<file path="src/rtl/tsq_pkg.sv">
// Shared types and codes of the task scheduler queue.
package tsq_pkg;

    // One queued task as it sits in the slot memory.
    typedef struct packed {
        logic [7:0]  prio;
        logic [15:0] remaining;
        logic [7:0]  id;
    } entry_t;

    typedef enum logic [1:0] {
        ST_IDLE,
        ST_SCAN,
        ST_POP,
        ST_DONE
    } state_t;

    typedef enum logic [1:0] {
        STAT_ACCEPTED = 2'd0,
        STAT_DROPPED  = 2'd1,
        STAT_SLICE    = 2'd2,
        STAT_EMPTY    = 2'd3
    } status_t;

    localparam logic [2:0] MODE_FCFS    = 3'd0;
    localparam logic [2:0] MODE_SJF     = 3'd1;
    localparam logic [2:0] MODE_PRIO    = 3'd2;
    localparam logic [2:0] MODE_RR      = 3'd3;
    localparam logic [2:0] MODE_PRIO_RR = 3'd4;

    localparam logic OP_ADD  = 1'b0;
    localparam logic OP_NEXT = 1'b1;

    localparam logic REG_POLICY_MODE = 1'b0;
    localparam logic REG_TIME_SLICE  = 1'b1;

    localparam logic [15:0] SLICE_RESET = 16'd10;

endpackage

</file>
<file path="src/rtl/task_scheduler_queue.sv">
// Top level of the task scheduler queue: slot memory, insertion and pop sequencer.
// An append (first come first served, round robin, unused modes, or an empty queue) and any
// dropped or empty-queue request pass through the result registers to the output register;
// a next request first reads the head slot in the pop state, a sorted insert walks the
// queue in the scan state. Throughput: one request at a time, the next one taken only
// after the result is loaded into the output register; the slot memory port, walked one slot
// per cycle, sets the sorted-insert time. Reset clears the queue count, pointers, time counter
// and registers (mode 0, slice 10); the slot memory is not cleared and needs no clearing pass.
module task_scheduler_queue #(
    parameter int MAX_TASKS = 16
) (
    input  logic        clk,
    input  logic        rst_n,
    // Configuration write port.
    input  logic        cfg_we,
    input  logic        cfg_addr,
    input  logic [15:0] cfg_wdata,
    // Request stream.
    input  logic        s_tvalid,
    output logic        s_tready,
    input  logic [31:0] s_tdata,   // task_id[7:0], burst_length[23:8], task_priority[31:24]
    input  logic [0:0]  s_tuser,   // opcode[0]
    // Result stream.
    output logic        m_tvalid,
    input  logic        m_tready,
    output logic [63:0] m_tdata,   // run_task_id[7:0], run_length[23:8], start_time[55:24],
                                   // task_finished[56], zero fill[63:57]
    output logic [1:0]  m_tuser    // status[1:0]
);

    import tsq_pkg::*;

    localparam int PTR_W = $clog2(MAX_TASKS);
    localparam int CNT_W = $clog2(MAX_TASKS + 1);
    localparam int ENT_W = $bits(entry_t);

    // The queue is a ring in the slot memory: head_reg is the oldest slot, tail_reg the
    // first free one. Logical position i lives at head + i, modulo MAX_TASKS.
    function automatic logic [PTR_W-1:0] ptr_inc(input logic [PTR_W-1:0] p);
        logic [PTR_W-1:0] r;
        if (p == PTR_W'(MAX_TASKS - 1))
        begin
            r = '0;
        end
        else
        begin
            r = p + 1'b1;
        end
        return r;
    endfunction

    state_t             state_reg, state_next;
    logic [PTR_W-1:0]   head_reg, head_next;
    logic [PTR_W-1:0]   tail_reg, tail_next;
    logic [CNT_W-1:0]   count_reg, count_next;
    logic [31:0]        elapsed_reg, elapsed_next;
    logic [2:0]         mode_reg;
    logic [15:0]        slice_reg;

    // Insert walk: idx_reg is the logical position whose slot arrives on rd_data,
    // wptr_reg its physical slot, rptr_reg the slot read in the same cycle.
    logic [CNT_W-1:0]   idx_reg, idx_next;
    logic [PTR_W-1:0]   wptr_reg, wptr_next;
    logic [PTR_W-1:0]   rptr_reg, rptr_next;
    logic               found_reg, found_next;
    entry_t             req_reg, req_next;
    entry_t             carry_reg, carry_next;

    // Result waiting for the output register.
    status_t            res_status_reg, res_status_next;
    logic [7:0]         res_id_reg, res_id_next;
    logic [15:0]        res_run_reg, res_run_next;
    logic [31:0]        res_start_reg, res_start_next;
    logic               res_fin_reg, res_fin_next;

    logic               out_valid_reg, out_valid_next;
    status_t            out_status_reg;
    logic [7:0]         out_id_reg;
    logic [15:0]        out_run_reg;
    logic [31:0]        out_start_reg;
    logic               out_fin_reg;
    logic               out_load;

    logic               ram_wr_en, ram_rd_en;
    logic [PTR_W-1:0]   ram_wr_addr, ram_rd_addr;
    entry_t             ram_wr_data;
    logic [ENT_W-1:0]   ram_rd_bits;
    entry_t             slot;

    logic               sorted_mode, rr_mode, hit, place;
    logic               accept;
    logic [15:0]        run_len, left_len;

    assign slot   = entry_t'(ram_rd_bits);
    assign accept = s_tvalid && s_tready;

    tsq_ram #(
        .WIDTH (ENT_W),
        .DEPTH (MAX_TASKS)
    ) u_slots (
        .clk     (clk),
        .wr_en   (ram_wr_en),
        .wr_addr (ram_wr_addr),
        .wr_data (ram_wr_data),
        .rd_en   (ram_rd_en),
        .rd_addr (ram_rd_addr),
        .rd_data (ram_rd_bits)
    );

    // Mode decode. Unused codes behave like first come first served.
    always_comb
    begin
        unique case (mode_reg) inside
            MODE_SJF, MODE_PRIO, MODE_PRIO_RR: sorted_mode = 1'b1;
            default:                           sorted_mode = 1'b0;
        endcase
        unique case (mode_reg) inside
            MODE_RR, MODE_PRIO_RR: rr_mode = 1'b1;
            default:               rr_mode = 1'b0;
        endcase
    end

    // Insertion compare: the new task goes in front of the first slot with a strictly
    // larger remaining time (shortest job first) or strictly lower priority.
    always_comb
    begin
        unique case (mode_reg) inside
            MODE_SJF:               hit = slot.remaining > req_reg.remaining;
            MODE_PRIO, MODE_PRIO_RR: hit = slot.prio < req_reg.prio;
            default:                hit = 1'b0;
        endcase
    end

    assign place = found_reg || hit;

    // Round-robin slice length is min(time_slice, remaining).
    assign run_len  = (rr_mode && (slice_reg < slot.remaining)) ? slice_reg : slot.remaining;
    assign left_len = slot.remaining - run_len;

    assign s_tready = (state_reg == ST_IDLE);
    assign out_load = (state_reg == ST_DONE) && (!out_valid_reg || m_tready);

    always_comb
    begin
        state_next      = state_reg;
        head_next       = head_reg;
        tail_next       = tail_reg;
        count_next      = count_reg;
        elapsed_next    = elapsed_reg;
        idx_next        = idx_reg;
        wptr_next       = wptr_reg;
        rptr_next       = rptr_reg;
        found_next      = found_reg;
        req_next        = req_reg;
        carry_next      = carry_reg;
        res_status_next = res_status_reg;
        res_id_next     = res_id_reg;
        res_run_next    = res_run_reg;
        res_start_next  = res_start_reg;
        res_fin_next    = res_fin_reg;
        ram_wr_en       = 1'b0;
        ram_wr_addr     = tail_reg;
        ram_wr_data     = carry_reg;
        ram_rd_en       = 1'b0;
        ram_rd_addr     = head_reg;

        unique case (state_reg)
            ST_IDLE:
            begin
                if (accept)
                begin
                    req_next.id        = s_tdata[7:0];
                    req_next.remaining = s_tdata[23:8];
                    req_next.prio      = s_tdata[31:24];
                    res_status_next    = STAT_ACCEPTED;
                    res_id_next        = '0;
                    res_run_next       = '0;
                    res_start_next     = '0;
                    res_fin_next       = 1'b0;
                    state_next         = ST_DONE;
                    if (s_tuser[0] == OP_ADD)
                    begin
                        if (count_reg == CNT_W'(MAX_TASKS))
                        begin
                            res_status_next = STAT_DROPPED;
                        end
                        else if (sorted_mode && (count_reg != '0))
                        begin
                            // Start the walk at the head; the new task rides in carry.
                            carry_next  = req_next;
                            found_next  = 1'b0;
                            idx_next    = '0;
                            wptr_next   = head_reg;
                            rptr_next   = ptr_inc(head_reg);
                            ram_rd_en   = 1'b1;
                            ram_rd_addr = head_reg;
                            state_next  = ST_SCAN;
                        end
                        else
                        begin
                            ram_wr_en   = 1'b1;
                            ram_wr_addr = tail_reg;
                            ram_wr_data = req_next;
                            tail_next   = ptr_inc(tail_reg);
                            count_next  = count_reg + 1'b1;
                        end
                    end
                    else if (count_reg == '0)
                    begin
                        res_status_next = STAT_EMPTY;
                    end
                    else
                    begin
                        ram_rd_en   = 1'b1;
                        ram_rd_addr = head_reg;
                        state_next  = ST_POP;
                    end
                end
            end

            ST_SCAN:
            begin
                if (idx_reg == count_reg)
                begin
                    // Past the last task: whatever is carried goes into the free slot.
                    ram_wr_en   = 1'b1;
                    ram_wr_addr = wptr_reg;
                    ram_wr_data = carry_reg;
                    tail_next   = ptr_inc(tail_reg);
                    count_next  = count_reg + 1'b1;
                    state_next  = ST_DONE;
                end
                else
                begin
                    // Once the place is found every later slot moves back by one.
                    if (place)
                    begin
                        ram_wr_en   = 1'b1;
                        ram_wr_addr = wptr_reg;
                        ram_wr_data = carry_reg;
                        carry_next  = slot;
                    end
                    found_next  = place;
                    ram_rd_en   = 1'b1;
                    ram_rd_addr = rptr_reg;
                    wptr_next   = rptr_reg;
                    rptr_next   = ptr_inc(rptr_reg);
                    idx_next    = idx_reg + 1'b1;
                end
            end

            ST_POP:
            begin
                head_next       = ptr_inc(head_reg);
                res_status_next = STAT_SLICE;
                res_id_next     = slot.id;
                res_run_next    = run_len;
                res_start_next  = elapsed_reg;
                elapsed_next    = elapsed_reg + {16'd0, run_len};
                if (rr_mode && (left_len != '0))
                begin
                    // Work remains: requeue at the tail, count unchanged.
                    ram_wr_en       = 1'b1;
                    ram_wr_addr     = tail_reg;
                    ram_wr_data     = '{prio: slot.prio, remaining: left_len, id: slot.id};
                    tail_next       = ptr_inc(tail_reg);
                    res_fin_next    = 1'b0;
                end
                else
                begin
                    count_next      = count_reg - 1'b1;
                    res_fin_next    = 1'b1;
                end
                state_next = ST_DONE;
            end

            ST_DONE:
            begin
                if (out_load)
                begin
                    state_next = ST_IDLE;
                end
            end

            default:
            begin
                state_next = ST_IDLE;
            end
        endcase
    end

    always_comb
    begin
        out_valid_next = out_valid_reg;
        if (out_load)
        begin
            out_valid_next = 1'b1;
        end
        else if (m_tready)
        begin
            out_valid_next = 1'b0;
        end
    end

    // Control state.
    always_ff @(posedge clk or negedge rst_n)
    begin
        if (!rst_n)
        begin
            state_reg     <= ST_IDLE;
            head_reg      <= '0;
            tail_reg      <= '0;
            count_reg     <= '0;
            elapsed_reg   <= '0;
            idx_reg       <= '0;
            wptr_reg      <= '0;
            rptr_reg      <= '0;
            found_reg     <= 1'b0;
            out_valid_reg <= 1'b0;
            mode_reg      <= MODE_FCFS;
            slice_reg     <= SLICE_RESET;
        end
        else
        begin
            state_reg     <= state_next;
            head_reg      <= head_next;
            tail_reg      <= tail_next;
            count_reg     <= count_next;
            elapsed_reg   <= elapsed_next;
            idx_reg       <= idx_next;
            wptr_reg      <= wptr_next;
            rptr_reg      <= rptr_next;
            found_reg     <= found_next;
            out_valid_reg <= out_valid_next;
            if (cfg_we)
            begin
                unique case (cfg_addr)
                    REG_POLICY_MODE: mode_reg  <= cfg_wdata[2:0];
                    REG_TIME_SLICE:  slice_reg <= cfg_wdata;
                    default:         slice_reg <= slice_reg;
                endcase
            end
        end
    end

    // Payload registers.
    always_ff @(posedge clk)
    begin
        req_reg        <= req_next;
        carry_reg      <= carry_next;
        res_status_reg <= res_status_next;
        res_id_reg     <= res_id_next;
        res_run_reg    <= res_run_next;
        res_start_reg  <= res_start_next;
        res_fin_reg    <= res_fin_next;
        if (out_load)
        begin
            out_status_reg <= res_status_reg;
            out_id_reg     <= res_id_reg;
            out_run_reg    <= res_run_reg;
            out_start_reg  <= res_start_reg;
            out_fin_reg    <= res_fin_reg;
        end
    end

    assign m_tvalid = out_valid_reg;
    assign m_tuser  = out_status_reg;
    assign m_tdata  = {7'd0, out_fin_reg, out_start_reg, out_run_reg, out_id_reg};

    // The queue never holds more than its capacity.
    assert property (@(posedge clk) disable iff (!rst_n)
        count_reg <= CNT_W'(MAX_TASKS))
        else $error("queue count above capacity");

    // An empty ring has head and tail on the same slot.
    assert property (@(posedge clk) disable iff (!rst_n)
        (count_reg == '0) |-> (head_reg == tail_reg))
        else $error("empty queue with head and tail apart");

    // A sorted insert only runs with room left and never walks past the last task.
    assert property (@(posedge clk) disable iff (!rst_n)
        (state_reg == ST_SCAN) |-> ((count_reg != CNT_W'(MAX_TASKS)) && (idx_reg <= count_reg)))
        else $error("insert walk out of range");

    // Each accepted request is worked alone.
    assert property (@(posedge clk) disable iff (!rst_n)
        accept |=> !s_tready)
        else $error("request taken while another is in progress");

    // A popped slice that is not finished must have been issued in a round-robin mode.
    assert property (@(posedge clk) disable iff (!rst_n)
        (state_reg == ST_POP && !res_fin_next) |-> rr_mode)
        else $error("requeue outside round robin");

endmodule

</file>
<file path="src/rtl/tsq_ram.sv">
// Generic single-write, single-read RAM with registered read data.
module tsq_ram #(
    parameter int WIDTH = 32,
    parameter int DEPTH = 16
) (
    input  logic                     clk,
    input  logic                     wr_en,
    input  logic [$clog2(DEPTH)-1:0] wr_addr,
    input  logic [WIDTH-1:0]         wr_data,
    input  logic                     rd_en,
    input  logic [$clog2(DEPTH)-1:0] rd_addr,
    output logic [WIDTH-1:0]         rd_data
);

    logic [WIDTH-1:0] mem [DEPTH];

    always_ff @(posedge clk)
    begin
        if (wr_en)
        begin
            mem[wr_addr] <= wr_data;
        end
        if (rd_en)
        begin
            rd_data <= mem[rd_addr];
        end
    end

endmodule

</file>
<file path="config.mk">
export PLATFORM = sky130hd
export DESIGN_NAME = task_scheduler_queue
export DESIGN_NICKNAME = d
export VERILOG_FILES = /design/src/rtl/tsq_pkg.sv /design/src/rtl/task_scheduler_queue.sv /design/src/rtl/tsq_ram.sv
export SDC_FILE = /design/constraint.sdc
export NUM_CORES = 1
export LEC_CHECK = 0
export BUFFER_PORTS_ARGS = -buffer_cell sky130_fd_sc_hd__buf_2
export CELL_PAD_IN_SITES_DETAIL_PLACEMENT = 1
export CELL_PAD_IN_SITES_GLOBAL_PLACEMENT = 1
export CORE_MARGIN = 5
export CORE_UTILIZATION = 40
export CTS_CLUSTER_SIZE = 20
export DETAILED_ROUTE_END_ITERATION = 16
export PLACE_DENSITY_LB_ADDON = 0.15
export SLEW_MARGIN = 15
export SYNTH_ARGS = -nofsm -noshare
export SYNTH_HDL_FRONTEND = slang
export SYNTH_SLANG_ARGS = --single-unit
</file>
<file path="constraint.sdc">
create_clock -name clk -period 9.3 [get_ports clk]
set_input_delay 1.86 -clock clk [delete_from_list [all_inputs] [get_ports clk]]
set_output_delay 1.86 -clock clk [all_outputs]
set_load 0.005 [all_outputs]
</file>
---- Word level (Yosys, flattened, before mapping) ----
Memories as Yosys holds them, arrays and structs flattened. A register that Yosys moved wholly into a read port is not among the register bits.
Cells that the tools add are included.
storage, ports and cells
  register bits ........................... 255
  bits in writable memories ............... 512
  input bits .............................. 55
  output and inout bits ................... 68
  memories ................................ 1
memory list
  name         words  width  read ports  clocked after memory_dff  write ports  line           text
  u_slots.mem  16     32     1           1                         1            tsq_ram.sv:15  logic [WIDTH-1:0] mem [DEPTH];
operators by class
  add/subtract/negate cells ............... 8
  order comparisons ....................... 3
  eq/ne operators ......................... 23
  multiplexer cells ....................... 104
  bitwise gates (word level) .............. 1
  reductions and logical operators ........ 28
operator list
  cell                                          number
  two-way mux 32 bit                            12
  case mux 32 bit (2 select lines)              3
  two-way mux 4 bit                             24
  two-way mux 5 bit                             11
  adder 32 x 16 -> 32 bit                       1
  two-way mux 16 bit                            2
  case mux 16 bit (2 select lines)              1
  two-way mux 1 bit                             28
  AND reduction 7 bit                           3
  two-way mux 2 bit                             9
  != test 2 bit (second input constant)         9
  greater-than comparator 16 bit                1
  < comparator 16 bit                           1
  case mux 4 bit (2 select lines)               2
  case mux 8 bit (2 select lines)               1
  nonzero test 16 bit                           1
  subtractor 16 bit                             1
  case mux 5 bit (3 select lines)               1
  adder 4 x 1 -> 4 bit (second input constant)  3
  equality test 4 bit (second input constant)   3
  case mux 4 bit (3 select lines)               1
  adder 5 x 1 -> 5 bit (second input constant)  2
  case mux 5 bit (2 select lines)               1
  < comparator 8 bit                            1
  28 further kinds                              45

---- Depth between registers and ports, before layout ----
  word-level depth ........................ 12
  depth in mapped cells ................... 24
  mapped depth without buffers ............ 22

---- Cells and area by module ----
A second synthesis with hierarchy kept.
second synthesis, totals
  cell total of the unflattened synthesis .. 1989
  area total of the unflattened synthesis .. 34052.7 um^2
by module, submodules not included
  module                times used  cells an instance  area each (um^2)
  tsq_ram               1           838                20174.3
  task_scheduler_queue  1           1151               13878.3

---- Worst setup path before layout ----
No wires, ideal clock.
  path type ............................... reg2reg
  from .................................... register u_slots.rd_data[15], read port of u_slots.mem
  to ...................................... memory u_slots.mem[15][0], enable pin
  arrival ................................. 7.166 ns
  path slack .............................. 1.666 ns
  stages on the path, launching flop included .. 22
  path buffers ............................ 2
  clock period less this slack ............ 7.634 ns
  cell sequence ........................... edfxtp_1 inv_1 ha_1 nand2_1 nor3_1 a21oi_1 o21ai_0 a41oi_1 o21ai_1 clkbuf_1 mux2i_1 ha_1 or4_1 o21a_1 a31oi_2 o21ai_0 a31oi_1 xnor2_1 nor3_2 o31a_1 buf_4 nor3b_1
between the ends
  cells in the longest elaborated chain, start to end .. 10
  elaborated cells between the ends (all ways) .. 18
  classes of those cells .................. 1 x add/sub; 2 x order compare; 11 x mux; 4 x reduce/logical
RTL lines
  item                                     line                         text
  start: declaration                       tsq_ram.sv:12                output logic [WIDTH-1:0] rd_data
  < comparator 16 bit                      task_scheduler_queue.sv:137  assign run_len = (rr_mode && (slice_reg < slot.remaining)) ? slice_reg : slot.remaining;
  logical AND 1 bit                        task_scheduler_queue.sv:137
  two-way mux 16 bit                       task_scheduler_queue.sv:137
  subtractor 16 bit                        task_scheduler_queue.sv:138  assign left_len = slot.remaining - run_len;
  nonzero test 16 bit                      task_scheduler_queue.sv:260  if (rr_mode && (left_len != '0))
  logical AND 1 bit                        task_scheduler_queue.sv:260
  two-way mux 1 bit                        task_scheduler_queue.sv:260
  case mux 1 bit (3 select lines)          task_scheduler_queue.sv:167  unique case (state_reg)
  two-way mux 1 bit                        tsq_ram.sv:19                if (wr_en)
  two-way mux 1 bit (not written as such)  tsq_ram.sv:21                mem[wr_addr] <= wr_data;
  end: declaration                         tsq_ram.sv:15
Parallel ways exist; a longest one is shown, timed or not.

==> results.json <==
{
  "track_usage": 0.191,
  "ys.flop_type": "edfxtp_1",
  "multi_input_area_um2": 9900,
  "area_growth_pct": 14.7,
  "arrival_ps": 7810,
  "finalClockSkew_ps": 33.5,
  "syn-cell-area_um2": 34000,
  "criticalPathCategory": "flop to flop",
  "cp-start-kind": "flop",
  "grt_pass1_vias": 20100,
  "vias": 18700,
  "portBuffers": 115,
  "die_area_um2": 90900,
  "rsz0062_at_grt": "no",
  "ys_types": 73,
  "postCtsSetupRepairBufs": 0,
  "htreeDepth": 3,
  "insertion_delay_ps": 630,
  "std_cell_rows": 106,
  "cts_root_buf": "clkbuf_16",
  "totalWireLength_mm": 87.0,
  "required_ps": 9650,
  "power_density_nw_per_um2": 396,
  "r2r_slack_ps": 1830,
  "clock_path_buffers": 3,
  "largest_reg_flops": 512,
  "period_needed_ps": 7470,
  "worstHoldPathCells": 0,
  "fin_ws_ps": 1830,
  "numClockSinks": 799,
  "grt_max_degree": 129,
  "worst_pin_slew_ps": 1120,
  "synthArstFlopShare": 0.101,
  "clk_pin_slew_ps": 60,
  "route.detailed.drc": 0,
  "grt_pass1_wl_mm": 130,
  "p_leak_nw": 13.6,
  "gp_congestion": 0.782,
  "drive_gt1_frac": 0.241,
  "core_um2": 84000,
  "diodes": 0,
  "slew_viol_final": 0,
  "syn_inst": 2033,
  "fin_crit_sh": 0.803,
  "die_x_um": 301,
  "die_h_um": 301,
  "reg2regPathDepth": 22,
  "r2r-end": "u_slots.mem[7][10]",
  "final_cell_mix": "edfxtp_1, mux4_2, nand2_1",
  "synth_edf_count": 718,
  "dpl.hpwl_mm": 52.1,
  "setup_tns_ps": 0,
  "nNetsFinal": 2345,
  "syn_area_per_cell_um2": 16.7,
  "relSlewSlack": 0.250,
  "min_to": "out_start_reg[29]",
  "pre_cts_ws_ps": 1820,
  "drv_cap": 0,
  "r2r_start": "u_slots.rd_data[10]",
  "initial_core_util": 0.405,
  "first_pass_iters": 5,
  "synth_warnings": 0,
  "antenna_found_initial": 3,
  "outcome": "finished, final reports clean",
  "cts_resized": 0,
  "seqCellArea_um2": 23600,
  "ant_nets": 0,
  "design_area_um2": 39000,
  "layout_commonest_cell": "edfxtp_1",
  "cts_buffers": 89,
  "finalNonFillerCells": 3409,
  "setup_viol": 0,
  "tritoncts": "done",
  "hold_viol": 0,
  "fmax_mhz": 134,
  "via_per_inst": 5.49,
  "regMostFlops": "u_slots.mem",
  "min-delay-path-class": "flop to flop",
  "worstPathMaxFanout": 24,
  "finalPower_mw": 15.4,
  "fin_util": 0.464,
  "hp-start": "res_start_reg[29]",
  "vdd_drop_max_mv": 0.325,
  "hold_buffers": 0,
  "timing.hold.ws_ps": 415,
  "pin_count": 123,
  "grt_overflow_total": 0,
  "seq_area_frac_synth": 0.694,
  "fillers": 8078,
  "drt_iter0_drc": 1249,
  "placed_area_um2": 36200,
  "end_kind": "flop",
  "ys_seq_elements": 799,
  "routedWlPerCell_um": 25.5,
  "place_inst": 3249
}
worst max-delay path by stage:
stage | from | end | slack, ps | cells after the start
floorplan | u_slots.rd_data[15] | u_slots.mem[15][0] | 1670 | 21
global placement | u_slots.rd_data[9] | u_slots.mem[8][20] | 2070 | 22
detailed placement | u_slots.rd_data[9] | u_slots.mem[10][20] | 1820 | 22
CTS | u_slots.rd_data[9] | u_slots.mem[10][20] | 1720 | 22
global route | u_slots.rd_data[10] | u_slots.mem[0][27] | 1480 | 21
finish | u_slots.rd_data[10] | u_slots.mem[7][10] | 1830 | 22
synthesized netlist by cell type, drive strengths merged, types with 9 or more instances:
library cell | count | share of area
nand3 | 27 | 0.0040
a221o | 23 | 0.0071
mux2i | 56 | 0.016
mux4 | 128 | 0.085
o311ai | 9 | 0.0023
dfrtp | 79 | 0.058
a21oi | 56 | 0.0087
inv | 81 | 0.0089
a211oi | 40 | 0.0090
buf | 35 | 0.0061
and2 | 69 | 0.013
a21o | 18 | 0.0040
ha | 81 | 0.030
nand4 | 9 | 0.0017
xnor2 | 44 | 0.011
nor2 | 89 | 0.010
a31oi | 45 | 0.0085
nand2 | 119 | 0.013
xor2 | 18 | 0.0046
clkbuf | 58 | 0.0064
mux2 | 77 | 0.026
nor3 | 27 | 0.0041
o21ai | 39 | 0.0057
edfxtp | 718 | 0.63
worst max-delay path: stages (launching register included):
cell,delay [ps]
edfxtp_1,460
inv_1,70
ha_1,290
nand2_1,50
o21ai_0,250
a21oi_1,150
o21ai_0,210
a41oi_1,180
o21ai_2,640
mux2_2,350
ha_1,150
inv_1,50
fa_1,440
a211oi_2,350
o21ai_0,220
xor2_1,200
nor4_1,270
o21ai_0,190
or4_1,440
or4_1,400
or3_4,380
o21bai_4,780
a221o_1,650
cell families (layout without fill, tap and decap cells):
| logic type | after synthesis | after routing | synth area share |
|---|---|---|---|
| DFF | 799 | 799 | 0.694 |
| and+or+nand+nor | 382 | 382 | 0.0543 |
| AOI/OAI and AO/OA | 270 | 270 | 0.0555 |
| muxes | 261 | 261 | 0.127 |
| buffers and inverters | 174 | 410 | 0.0215 |
| adders and majority gates | 84 | 84 | 0.0316 |
| xor gates and xnor gates | 62 | 62 | 0.0160 |
| other | 1 | 7 | 0.000110 |
report_power, final:
group | internal [mW] | total [mW] | switching (mW)
logic | 2.37 | 6.25 | 3.88
clock network | 1.94 | 3.35 | 1.41
registers | 5.44 | 5.83 | 0.384
cell type report:
cell class,count,area share
clock buffers,121,0.0623
clock inverters,39,0.00854
flip-flops and latches,799,0.605
inverters,81,0.00780
well taps,1134,0.0364
multi-input cells,1066,0.254
repair buffers,169,0.0256
routing by layer:
layer	wire length (µm)	vias up	track usage
li1	-	8284	-
met1	38400	9850	0.265
met2	41100	451	0.310
met3	5060	126	0.0351
met4	2460	0	0.0590
met5	0	-	0
Power figures use the tool's default switching activity.
